`config.mk`:
```
export PLATFORM = sky130hd
export DESIGN_NAME = pip_step_eval
export DESIGN_NICKNAME = d
export VERILOG_FILES = /design/src/rtl/pip_pkg.sv /design/src/rtl/pip_step_eval.sv
export SDC_FILE = /design/constraint.sdc
export NUM_CORES = 1
export LEC_CHECK = 0
export ABC_AREA = 0
export ABC_CLOCK_PERIOD_IN_PS = 19350
export BUFFER_PORTS_ARGS = -buffer_cell sky130_fd_sc_hd__buf_4
export CAP_MARGIN = 25
export CORE_ASPECT_RATIO = 1.5
export CORE_MARGIN = 8
export CORE_UTILIZATION = 30
export DETAILED_ROUTE_END_ITERATION = 16
export MAX_ROUTING_LAYER = met4
export SLEW_MARGIN = 20
export SYNTH_ARGS = -nofsm -noshare
export SYNTH_HDL_FRONTEND = slang
export SYNTH_SLANG_ARGS = --single-unit
```
`constraint.sdc`:
```
create_clock -name vclk -period 19.35
set_input_delay 4.8375 -clock vclk [all_inputs]
set_output_delay 4.8375 -clock vclk [all_outputs]
set_load 0.05 [all_outputs]
```
`src/rtl/pip_pkg.sv`:
```
// Package for the point-in-polygon test: payload structs, widths and orientation helpers.
// Used by pip_step_eval, point_in_polygon_test and the testbench; depends on nothing else.
package pip_pkg;

  localparam int unsigned VertW        = 7;
  localparam int unsigned CountW       = 11;
  localparam int unsigned RayEndXMax   = 4095;
  localparam int unsigned CoordW       = $clog2(RayEndXMax + 1);
  localparam int unsigned DiffW        = CoordW + 1;
  localparam int unsigned ProdW        = 2 * DiffW;
  localparam int unsigned CountFieldMax = (1 << CountW) - 1;

  localparam int unsigned RAY_END_X_DEF    = 101;
  localparam int unsigned MAX_VERTICES_DEF = 1024;

  // Configuration register indexes.
  localparam logic REG_TEST_X = 1'b0;
  localparam logic REG_TEST_Y = 1'b1;

  typedef logic [VertW-1:0]         vert_t;
  typedef logic [CoordW-1:0]        coord_t;
  typedef logic signed [DiffW-1:0]  diff_t;
  typedef logic signed [ProdW-1:0]  prod_t;
  typedef logic [CountW-1:0]        count_t;

  typedef struct packed {
    vert_t vertex_x;
    vert_t vertex_y;
    logic  last_vertex;
  } pip_in_t;

  typedef struct packed {
    logic   inside_res;
    count_t crossings;
  } pip_out_t;

  typedef struct packed {
    logic degen;
    logic add;
  } pip_eval_t;

  typedef enum logic [1:0] {
    OR_ZERO,
    OR_POS,
    OR_NEG
  } orient_t;

  function automatic diff_t coord_diff(input coord_t a, input coord_t b);
    return diff_t'($signed({1'b0, a}) - $signed({1'b0, b}));
  endfunction

  function automatic logic opposite(input diff_t p, input diff_t q);
    return (p != '0) && (q != '0) && (p[DiffW-1] != q[DiffW-1]);
  endfunction

  function automatic logic [DiffW-1:0] mag(input diff_t p);
    return p[DiffW-1] ? $unsigned(-p) : $unsigned(p);
  endfunction

  // Three-way orientation of c against segment a->b. In the collinear case
  // with no opposing components, d2 is a non-negative multiple of d1, so the
  // length comparison reduces to a per-component magnitude comparison.
  function automatic orient_t orient_gen(input coord_t ax, input coord_t ay,
                                         input coord_t bx, input coord_t by,
                                         input coord_t cx, input coord_t cy);
    diff_t d1x, d1y, d2x, d2y;
    prod_t l, r;
    d1x = coord_diff(bx, ax);
    d1y = coord_diff(by, ay);
    d2x = coord_diff(cx, ax);
    d2y = coord_diff(cy, ay);
    l   = d1x * d2y;
    r   = d1y * d2x;
    if (l < r) return OR_POS;
    if (l > r) return OR_NEG;
    if (opposite(d1x, d2x) || opposite(d1y, d2y)) return OR_NEG;
    if ((mag(d2x) <= mag(d1x)) && (mag(d2y) <= mag(d1y))) return OR_ZERO;
    return OR_POS;
  endfunction

  // Orientation of c against the horizontal ray z->(ex, zy); the cross
  // product collapses to a sign test since the ray has no y extent.
  function automatic orient_t orient_ray(input coord_t zx, input coord_t zy,
                                         input coord_t ex,
                                         input coord_t cx, input coord_t cy);
    diff_t dr, dx, dy;
    dr = coord_diff(ex, zx);
    dx = coord_diff(cx, zx);
    dy = coord_diff(cy, zy);
    if ((dr == '0) || (dy == '0)) begin
      if (opposite(dr, dx)) return OR_NEG;
      if ((mag(dx) <= mag(dr)) && (dy == '0)) return OR_ZERO;
      return OR_POS;
    end
    if (dr[DiffW-1] != dy[DiffW-1]) return OR_POS;
    return OR_NEG;
  endfunction

  // True when the product of two orientations is zero or negative.
  function automatic logic orient_le0(input orient_t a, input orient_t b);
    return (a == OR_ZERO) || (b == OR_ZERO) || (a != b);
  endfunction

endpackage

```
`src/rtl/pip_step_eval.sv`:
```
// Per-vertex decision logic: degenerate-vertex hit on the ray and crossing detection.
// Depends on pip_pkg for the orientation functions and the result struct.
module pip_step_eval #(
  parameter int unsigned RAY_END_X = pip_pkg::RAY_END_X_DEF
) (
  input  pip_pkg::vert_t     vertex_x,
  input  pip_pkg::vert_t     vertex_y,
  input  pip_pkg::vert_t     prev_x,
  input  pip_pkg::vert_t     prev_y,
  input  pip_pkg::vert_t     test_x,
  input  pip_pkg::vert_t     test_y,
  input  logic               on_ray,
  output pip_pkg::pip_eval_t eval
);
  import pip_pkg::*;

  localparam coord_t RayEnd = CoordW'(RAY_END_X);

  coord_t  vx, vy, px, py, zx, zy;
  orient_t o_vz, o_ve, r_v, r_p;
  logic    cross_plain, cross_onray;

  assign vx = CoordW'(vertex_x);
  assign vy = CoordW'(vertex_y);
  assign px = CoordW'(prev_x);
  assign py = CoordW'(prev_y);
  assign zx = CoordW'(test_x);
  assign zy = CoordW'(test_y);

  // A zero-length vertex segment meets the ray only at one of its ends.
  assign eval.degen = ((vx == zx) && (vy == zy)) || ((vx == RayEnd) && (vy == zy));

  assign o_vz = orient_gen(vx, vy, px, py, zx, zy);
  assign o_ve = orient_gen(vx, vy, px, py, RayEnd, zy);
  assign r_v  = orient_ray(zx, zy, RayEnd, vx, vy);
  assign r_p  = orient_ray(zx, zy, RayEnd, px, py);

  assign cross_plain = orient_le0(o_vz, o_ve) && orient_le0(r_v, r_p);
  assign cross_onray = (r_v != OR_ZERO) && (r_p != OR_ZERO) && (r_v != r_p);

  assign eval.add = !eval.degen && (on_ray ? cross_onray : cross_plain);

endmodule

```
After elaboration in Yosys (flattened, before gate mapping)
Index checks and enable logic that the tools add are counted.
{"block": "classes", "n_mux": 77, "n_lt_le_gt_ge": 9, "addsub": 18, "n_reduce_logical": 47, "n_mul": 3, "eq_ne": 12}
{"cell": "$mux W13", "n": 8}
{"cell": "$neg A8 Y13", "n": 8}
{"cell": "$reduce_bool A13 Y1", "n": 8}
{"cell": "$le A13 B13 Y1", "n": 5}
{"cell": "$mux W2", "n": 32}
{"cell": "$sub A7 B7 Y8", "n": 8}
{"cell": "$mul A8 B8 Y16", "n": 3}
{"cell": "$logic_not A13 Y1", "n": 3}
{"cell": "$mux W1", "n": 37}
{"cell": "$gt A16 B16 Y1", "n": 2}
{"cell": "$lt A16 B16 Y1", "n": 2}
{"cell": "$logic_and A1 B1 Y1", "n": 20}
{"cell": "$sub A7 B7 Y8 const A", "n": 2}
{"cell": "$eq A7 B7 Y1", "n": 2}
{"cell": "$logic_or A1 B1 Y1", "n": 9}
{"cell": "$logic_not A2 Y1", "n": 4}
{"cell": "$eq A7 B7 Y1 const B", "n": 1}
{"cell": "$ne A1 B1 Y1", "n": 7}
{"cell": "$ne A2 B2 Y1", "n": 2}
{"cell": "$reduce_bool A2 Y1", "n": 2}
{"cell": "$logic_not A1 Y1", "n": 1}
{"block": "totals", "out_inout_bits": 2, "ff_bits": 0, "wordCells": 166}

Depth between registers and ports, before layout
Gate-level depths: netlist of the first run.
{"block": "depth", "depth_word": 21, "mapped_depth": 35, "depth_no_buf": 34}

Least setup slack after synthesis of the first run
OpenSTA, ideal clock, no wires.
{"block": "synth_path", "kind": "in2out", "start": "in vertex_x[1]", "end": "out eval[0] in the netlist's numbering", "required_ps": 14512, "n_path_buf": 0, "path_stages": 30, "arrival_ps": 12607, "setup_slack_ps": 1905, "path_cell_list": "clkinv_1 -> fa_1 -> a211oi_1 -> nor2_1 -> a2111oi_0 -> nor3_1 -> inv_1 -> nand2_1 -> fa_1 -> fa_1 -> inv_1 -> fa_1 -> inv_1 -> fa_1 -> inv_1 -> ha_1 -> a21oi_1 -> o21bai_1 -> a21oi_1 -> o21bai_1 -> a21oi_1 -> o21bai_1 -> a21oi_1 -> xor2_1 -> ha_1 -> nand3_1 -> nor2_1 -> a31oi_1 -> mux2_2 -> a2111oi_2"}
{"item": "start: declaration", "line": "pip_step_eval.sv:6", "text": "input pip_pkg::vert_t vertex_x,"}
{"item": "end: declaration", "line": "pip_step_eval.sv:13", "text": "output pip_pkg::pip_eval_t eval"}

==> results of run 1 <==
[cell families after synthesis]
family,synth area share [%]
AO/OA/AOI/OAI,15.67
XOR/XNOR,8.719
adder cells (fa/ha/maj),47.78
buffers and inverters,10.61
multiplexers,0.8482
other,0.05474
AND/OR/NAND/NOR,16.32
[worst paths after layout]
path / to / from / depth (start not counted) / slack [ns]
worst max-delay path: eval[0] / vertex_x[1] / 33 / 1.22
worst min-delay path: eval[0] / on_ray / 4 / 10.40
[Yosys cell counts (all sizes together), types with 8 or more instances]
cell | n | share of area [%]
nor3b | 9 | 0.49
a211oi | 17 | 1.1
nor4 | 16 | 0.78
xor2 | 36 | 2.4
xnor2 | 98 | 6.3
clkbuf | 25 | 0.69
inv | 346 | 9.5
nand3 | 23 | 0.84
nor2 | 193 | 5.3
a31oi | 12 | 0.59
ha | 247 | 23
nand2b | 20 | 0.91
a221oi | 8 | 0.78
nand4 | 19 | 0.87
a21oi | 75 | 2.8
nor3 | 20 | 0.73
buf | 8 | 0.34
or2 | 13 | 0.61
fa | 172 | 25
a21o | 46 | 2.5
o21a | 15 | 0.83
o21bai | 22 | 1.2
and3 | 11 | 0.50
or3 | 8 | 0.36
nor2b | 17 | 0.78
and2 | 16 | 0.74
o21ai | 42 | 1.6
nand2 | 88 | 2.4
[area by class of cell]
class	count	area share [%]
Inverter	350	8.773
Multi-Input combinational cell	1377	83.07
Tap cell	588	4.913
Timing Repair Buffer	65	3.242
[through the flow]
stage	worst slack [ns]	std cells	instance area, um2	util [%]	hold slack (ns)
3_3_place_gp	1.443	2379	14970	32.97	10.37
3_5_place_dp	1.303	2380	14970	32.98	10.40
4_1_cts	1.276	2380	14970	32.98	10.40
2_1_floorplan	1.905	1760	13880	-	10.03
5_1_grt	0.7190	2380	14970	32.98	10.43
6_report	1.223	2380	14970	32.98	10.40
[layer usage]
metal / GRT usage [%] / part of all wire, % / vias up
li1: - / - / 5759
met1: 15.21 / 36 / 5596
met2: 30.81 / 54 / 253
met3: 0.7541 / 2.3 / 101
met4: 8.214 / 7.1 / 0
met5: - / 0 / -
[worst max-delay path, delay by kind of cell]
| kind | cells | cell delay (ns) |
|---|---|---|
| adders and majority gates | 7 | 3.31 |
| AOI/OAI and AO/OA | 11 | 2.03 |
| and+or+nand+nor | 6 | 1.38 |
| buffers and inverters | 7 | 1.17 |
| muxes | 1 | 0.40 |
| xor gates and xnor gates | 1 | 0.17 |
==> impl_metrics.csv, run 1 <==
group,metric,value,unit
routing,drc_errors,0,
logic_synthesis,ys.warnings.count,0,
setup_path,crit_fanout,14,
layout,fillers,4907,
logic_synthesis,avgSynthCellArea,7.990,um2
setup_path,critPathArrivalTime,13.29,ns
timing,finalSetupTns,0,ns
layout,seq_cell_count,0,
logic_synthesis,seq_area_frac_synth,0,%
layout,clock_buffers,0,
logic_synthesis,syn_area,13720,um2
routing,vias,11710,
die,dieArea,52970,um2
layout,diodes,0,
timing,max-slew-margin-rel,29.39,%
setup_path,worst_path_largest_cell_delay,0.75,ns
grt,grt_pass1_vias,12550,
timing,rsz0062_at_grt,"false",
layout,area_growth,9.158,%
place,hpwlAfterDp,36.56,mm
timing,period_share,93.68,%
setup_path,critical_path_class,"in -> out",
clock_tree,cts_resized,0,
min_path,hold_class,"in -> out",
routing,first_pass_iters,4,
layout,multi_input_area,12440,um2
clock_tree,post_cts_buffers,0,
timing,post-route-min-period,18.13,ns
clock_tree,cts-hold-fix-buffers,0,
grt,overflow,0,
setup_path,slowest_stage,"nor3_1",
die,coreArea,45400,um2
routing,ant_nets,0,
timing,max_freq,55.17,MHz
routing,drt-vias-per-instance,4.920,
timing,tightest_slew,1.053,ns
layout,layout_commonest_cell,"inv_1",
logic_synthesis,synthCells,1717,
die,die_x,190.6,um
grt,grt_max_degree,17,
run,drv_cap,0,
routing,drt_wl_total,40.45,mm
layout,drive_gt1_share,6.585,%
routing,drt_iter0_markers,481,
timing,hold_viol,0,
timing,setup_viol,0,
routing,wire_per_inst,17.00,um
die,io_pins,45,
die,rows,96,
setup_path,worstPathRequired,14.51,ns
die,start_util,30.21,%
grt,antenna_found_initial,0,
grt,gr-usage-all-layers,15.77,%
setup_path,start_kind,"input pin",
place,io_buffers,45,
layout,layout_common_cells,"inv_1, ha_1, nor2_1, fa_1, xnor2_1",
layout,ff_latch_area,0,um2
grt,grt_pass1_wl,65.47,mm
setup_path,crit_path_frequent_cell,"fa_1",
run_status,outcome,"complete, no violations",
logic_synthesis,synth_cell_types,86,
timing,slew_violations,0,
layout,finalNetCount,2256,
die,die_h,277.9,um
setup_path,cp-end-kind,"output pin",
place,gp_congestion,0.9508,
Power of run 1 is left out: the tool's default activity adds up to more than one toggle a clock period on the data nets, which glitch-free logic cannot reach.
==> run 2: changes to the inputs <==
--- a/config.mk
+++ b/config.mk
@@ -11,9 +11,10 @@
 export CAP_MARGIN = 25
 export CORE_ASPECT_RATIO = 1.5
 export CORE_MARGIN = 8
-export CORE_UTILIZATION = 30
+export CORE_UTILIZATION = 54
 export DETAILED_ROUTE_END_ITERATION = 16
 export MAX_ROUTING_LAYER = met4
+export PLACE_DENSITY = 0.71
 export SLEW_MARGIN = 20
 export SYNTH_ARGS = -nofsm -noshare
 export SYNTH_HDL_FRONTEND = slang
==> impl_metrics.csv, run 2 (synthesis gave the netlist of run 1 again) <==
group,metric,value,unit
layout,finalNetCount,2256,
layout,clock_buffers,0,
routing,ant_nets,0,
setup_path,crit_fanout,8,
timing,post-route-min-period,18.18,ns
clock_tree,cts_resized,0,
setup_path,start_kind,"input pin",
routing,drt-vias-per-instance,5.634,
run,drv_cap,0,
setup_path,slowest_stage,"nor3_1",
min_path,hp-start,"test_y[1]",
timing,slew_violations,0,
grt,gr-usage-all-layers,25.18,%
layout,layout_common_cells,"inv_1, ha_1, nor2_1, fa_1, xnor2_1",
routing,drc_errors,0,
timing,finalSetupTns,0,ns
setup_path,critPathArrivalTime,13.35,ns
routing,vias,11950,
timing,period_share,93.98,%
timing,max_freq,54.99,MHz
run_status,outcome,"complete, no violations",
grt,antenna_found_initial,1,
min_path,whs_path_depth,5,
routing,drt_iter0_markers,551,
die,dieArea,30870,um2
clock_tree,post_cts_buffers,0,
timing,hold_viol,0,
setup_path,critical_path_class,"in -> out",
setup_path,worst_path_largest_cell_delay,0.86,ns
layout,fin_area,14640,um2
min_path,holdPathEnd,"eval[1]",
routing,drt_wl_total,38.05,mm
place,placed_area,14640,um2
setup_path,worstPathRequired,14.51,ns
die,rows,71,
die,die_h,211.2,um
layout,seq_cell_count,0,
layout,area_growth,6.740,%
layout,ff_latch_area,0,um2
grt,overflow,0,
place,gp_congestion,0.9589,
layout,multi_input_area,12430,um2
setup_path,crit_path_frequent_cell,"inv_1",
die,coreArea,25050,um2
routing,first_pass_iters,5,
die,die_x,146.1,um
routing,wire_per_inst,17.94,um
layout,fillers,2397,
timing,setup_viol,0,
place,io_buffers,45,
timing,max-slew-margin-rel,27.74,%
layout,drive_gt1_share,6.473,%
min_path,hold_class,"in -> out",
place,hpwlAfterDp,33.66,mm
die,start_util,54.76,%
grt,grt_max_degree,18,
timing,rsz0062_at_grt,"false",
grt,grt_pass1_wl,61.43,mm
setup_path,cp-end-kind,"output pin",
grt,grt_pass1_vias,12380,
clock_tree,cts-hold-fix-buffers,0,
die,io_pins,45,
layout,layout_commonest_cell,"inv_1",
timing,tightest_slew,1.076,ns
-- run 2: metrics by stage --
step / std cells / hold slack [ns] / setup WS (ns) / util [%]
floorplan: 1760 / 10.03 / 1.905 / -
global placement: 2119 / 10.43 / 1.442 / 58.43
detailed placement: 2120 / 10.40 / 1.333 / 58.44
CTS: 2120 / 10.40 / 1.305 / 58.44
global route: 2121 / 10.46 / 0.8042 / 58.45
finish: 2121 / 10.41 / 1.165 / 58.45
-- run 2: worst max path at each step --
| stage | end | depth (start not counted) | startpoint | slack, ns |
|---|---|---|---|---|
| 6_report | eval[0] | 34 | test_x[0] | 1.17 |
| 5_1_grt | eval[0] | 34 | test_x[0] | 0.80 |
| 4_1_cts | eval[0] | 34 | test_x[0] | 1.31 |
| 3_5_place_dp | eval[0] | 33 | test_x[0] | 1.33 |
| 3_3_place_gp | eval[0] | 34 | test_x[0] | 1.44 |
| 2_1_floorplan | eval[0] | 30 | vertex_x[1] | 1.91 |
-- run 2: area by class of cell --
cell class	count	area share (%)
Multi-Input combinational cell	1377	84.90
Timing Repair Buffer	65	3.307
Antenna cell	1	0.01709
Inverter	350	8.972
Tap cell	328	2.803
-- run 2: critical path, delay by kind of cell --
family          cells  cell delay, ns
simple gates        6            1.49
buf+inv             8            1.03
fa+ha+maj           8            3.27
mux                 1            0.38
compound gates     10            2.12
xor+xnor            1            0.18
-- run 2: per-layer routing --
| metal | vias to the layer above | routed length (um) | global-route usage, % | share of wire, % |
|---|---|---|---|---|
| li1 | 5762 | - | - | - |
| met1 | 5775 | 14500 | 26.61 | 38 |
| met2 | 295 | 19620 | 45.98 | 52 |
| met3 | 117 | 1336 | 1.308 | 3.5 |
| met4 | 0 | 2595 | 14.69 | 6.8 |
| met5 | - | 0 | - | 0 |
==> run 3: changes to the inputs <==
--- a/config.mk
+++ b/config.mk
@@ -8,13 +8,14 @@
 export ABC_AREA = 0
 export ABC_CLOCK_PERIOD_IN_PS = 19350
 export BUFFER_PORTS_ARGS = -buffer_cell sky130_fd_sc_hd__buf_4
-export CAP_MARGIN = 25
+export CAP_MARGIN = 20
 export CORE_ASPECT_RATIO = 1.5
 export CORE_MARGIN = 8
 export CORE_UTILIZATION = 54
 export DETAILED_ROUTE_END_ITERATION = 16
 export MAX_ROUTING_LAYER = met4
 export PLACE_DENSITY = 0.71
+export RECOVER_POWER = 50
 export SLEW_MARGIN = 20
 export SYNTH_ARGS = -nofsm -noshare
 export SYNTH_HDL_FRONTEND = slang
==> impl_metrics.csv, run 3 (synthesis gave the netlist of run 1 again) <==
group,metric,value,unit
grt,grt_max_degree,18,
grt,overflow,0,
layout,seq_cell_count,0,
timing,post-route-min-period,18.12,ns
die,coreArea,25050,um2
setup_path,crit_path_frequent_cell,"inv_1",
setup_path,worst_path_largest_cell_delay,0.84,ns
timing,period_share,93.67,%
place,gp_congestion,0.9589,
layout,finalNetCount,2255,
timing,hold_viol,0,
timing,rsz0062_at_grt,"false",
layout,drive_gt1_share,6.477,%
min_path,whs_path_depth,4,
place,io_buffers,45,
routing,vias,11850,
setup_path,start_kind,"input pin",
routing,first_pass_iters,5,
routing,drc_errors,0,
setup_path,cp-end-kind,"output pin",
timing,finalSetupTns,0,ns
place,placed_area,14640,um2
setup_path,critical_path_class,"in -> out",
timing,max-slew-margin-rel,22.56,%
die,dieArea,30870,um2
layout,clock_buffers,0,
setup_path,slowest_stage,"nor3_1",
setup_path,critPathArrivalTime,13.29,ns
grt,grt_pass1_wl,60.86,mm
grt,antenna_found_initial,1,
routing,ant_nets,0,
clock_tree,cts-hold-fix-buffers,0,
run_status,outcome,"complete, no violations",
timing,slew_violations,0,
layout,fin_area,14640,um2
clock_tree,cts_resized,0,
min_path,holdPathEnd,"eval[0]",
timing,setup_viol,0,
grt,gr-usage-all-layers,24.98,%
die,io_pins,45,
die,rows,71,
routing,drt-vias-per-instance,5.589,
timing,max_freq,55.17,MHz
min_path,hp-start,"on_ray",
layout,layout_commonest_cell,"inv_1",
place,hpwlAfterDp,33.61,mm
run,drv_cap,0,
die,die_x,146.1,um
grt,grt_pass1_vias,12300,
die,start_util,54.76,%
routing,drt_iter0_markers,494,
routing,wire_per_inst,17.85,um
timing,tightest_slew,1.151,ns
layout,layout_common_cells,"inv_1, ha_1, nor2_1, fa_1, xnor2_1",
layout,ff_latch_area,0,um2
clock_tree,post_cts_buffers,0,
setup_path,worstPathRequired,14.51,ns
setup_path,crit_fanout,8,
layout,area_growth,6.713,%
die,die_h,211.2,um
routing,drt_wl_total,37.85,mm
min_path,hold_class,"in -> out",
## run 3: changes by cell type in the layout (fill, tap and decap cells not counted)
cell,previous run,this run
buf_1,1,0
## run 3: metal layers
metal / routed length (um) / track usage, % / vias up
li1: - / - / 5754
met1: 14100 / 26.05 / 5694
met2: 19590 / 46.01 / 289
met3: 1553 / 1.458 / 111
met4: 2594 / 14.40 / 0
met5: 0 / - / -
## run 3: per-stage QoR
step / cells / setup WS [ns] / hold slack (ns) / util (%)
finish: 2120 / 1.226 / 10.44 / 58.44
global route: 2120 / 0.7481 / 10.45 / 58.44
CTS: 2119 / 1.282 / 10.44 / 58.43
detailed placement: 2119 / 1.301 / 10.44 / 58.43
global placement: 2119 / 1.442 / 10.43 / 58.43
floorplan: 1760 / 1.905 / 10.03 / -
## run 3: critical path, delay by kind of cell
kind,cells,cell delay [ns]
muxes,1,0.39
buffers and inverters,8,1.01
xor gates and xnor gates,1,0.17
adders and majority gates,8,3.28
AOI/OAI and AO/OA,10,2.12
and+or+nand+nor,6,1.48
## run 3: how the worst max path moves through the flow
stage | start | to | slack, ns | depth (start not counted)
CTS | test_x[0] | eval[0] | 1.28 | 34
global route | test_x[0] | eval[0] | 0.75 | 34
floorplan | vertex_x[1] | eval[0] | 1.91 | 30
finish | test_x[0] | eval[0] | 1.23 | 34
global placement | test_x[0] | eval[0] | 1.44 | 34
detailed placement | test_x[0] | eval[0] | 1.30 | 34
## run 3: layout make-up
class                           count  area, um2
Multi-Input combinational cell   1377      12430
Fill cell                        2407      10410
Inverter                          350       1314
Timing Repair Buffer               64      480.5
Tap cell                          328      410.4
Antenna cell                        1      2.502
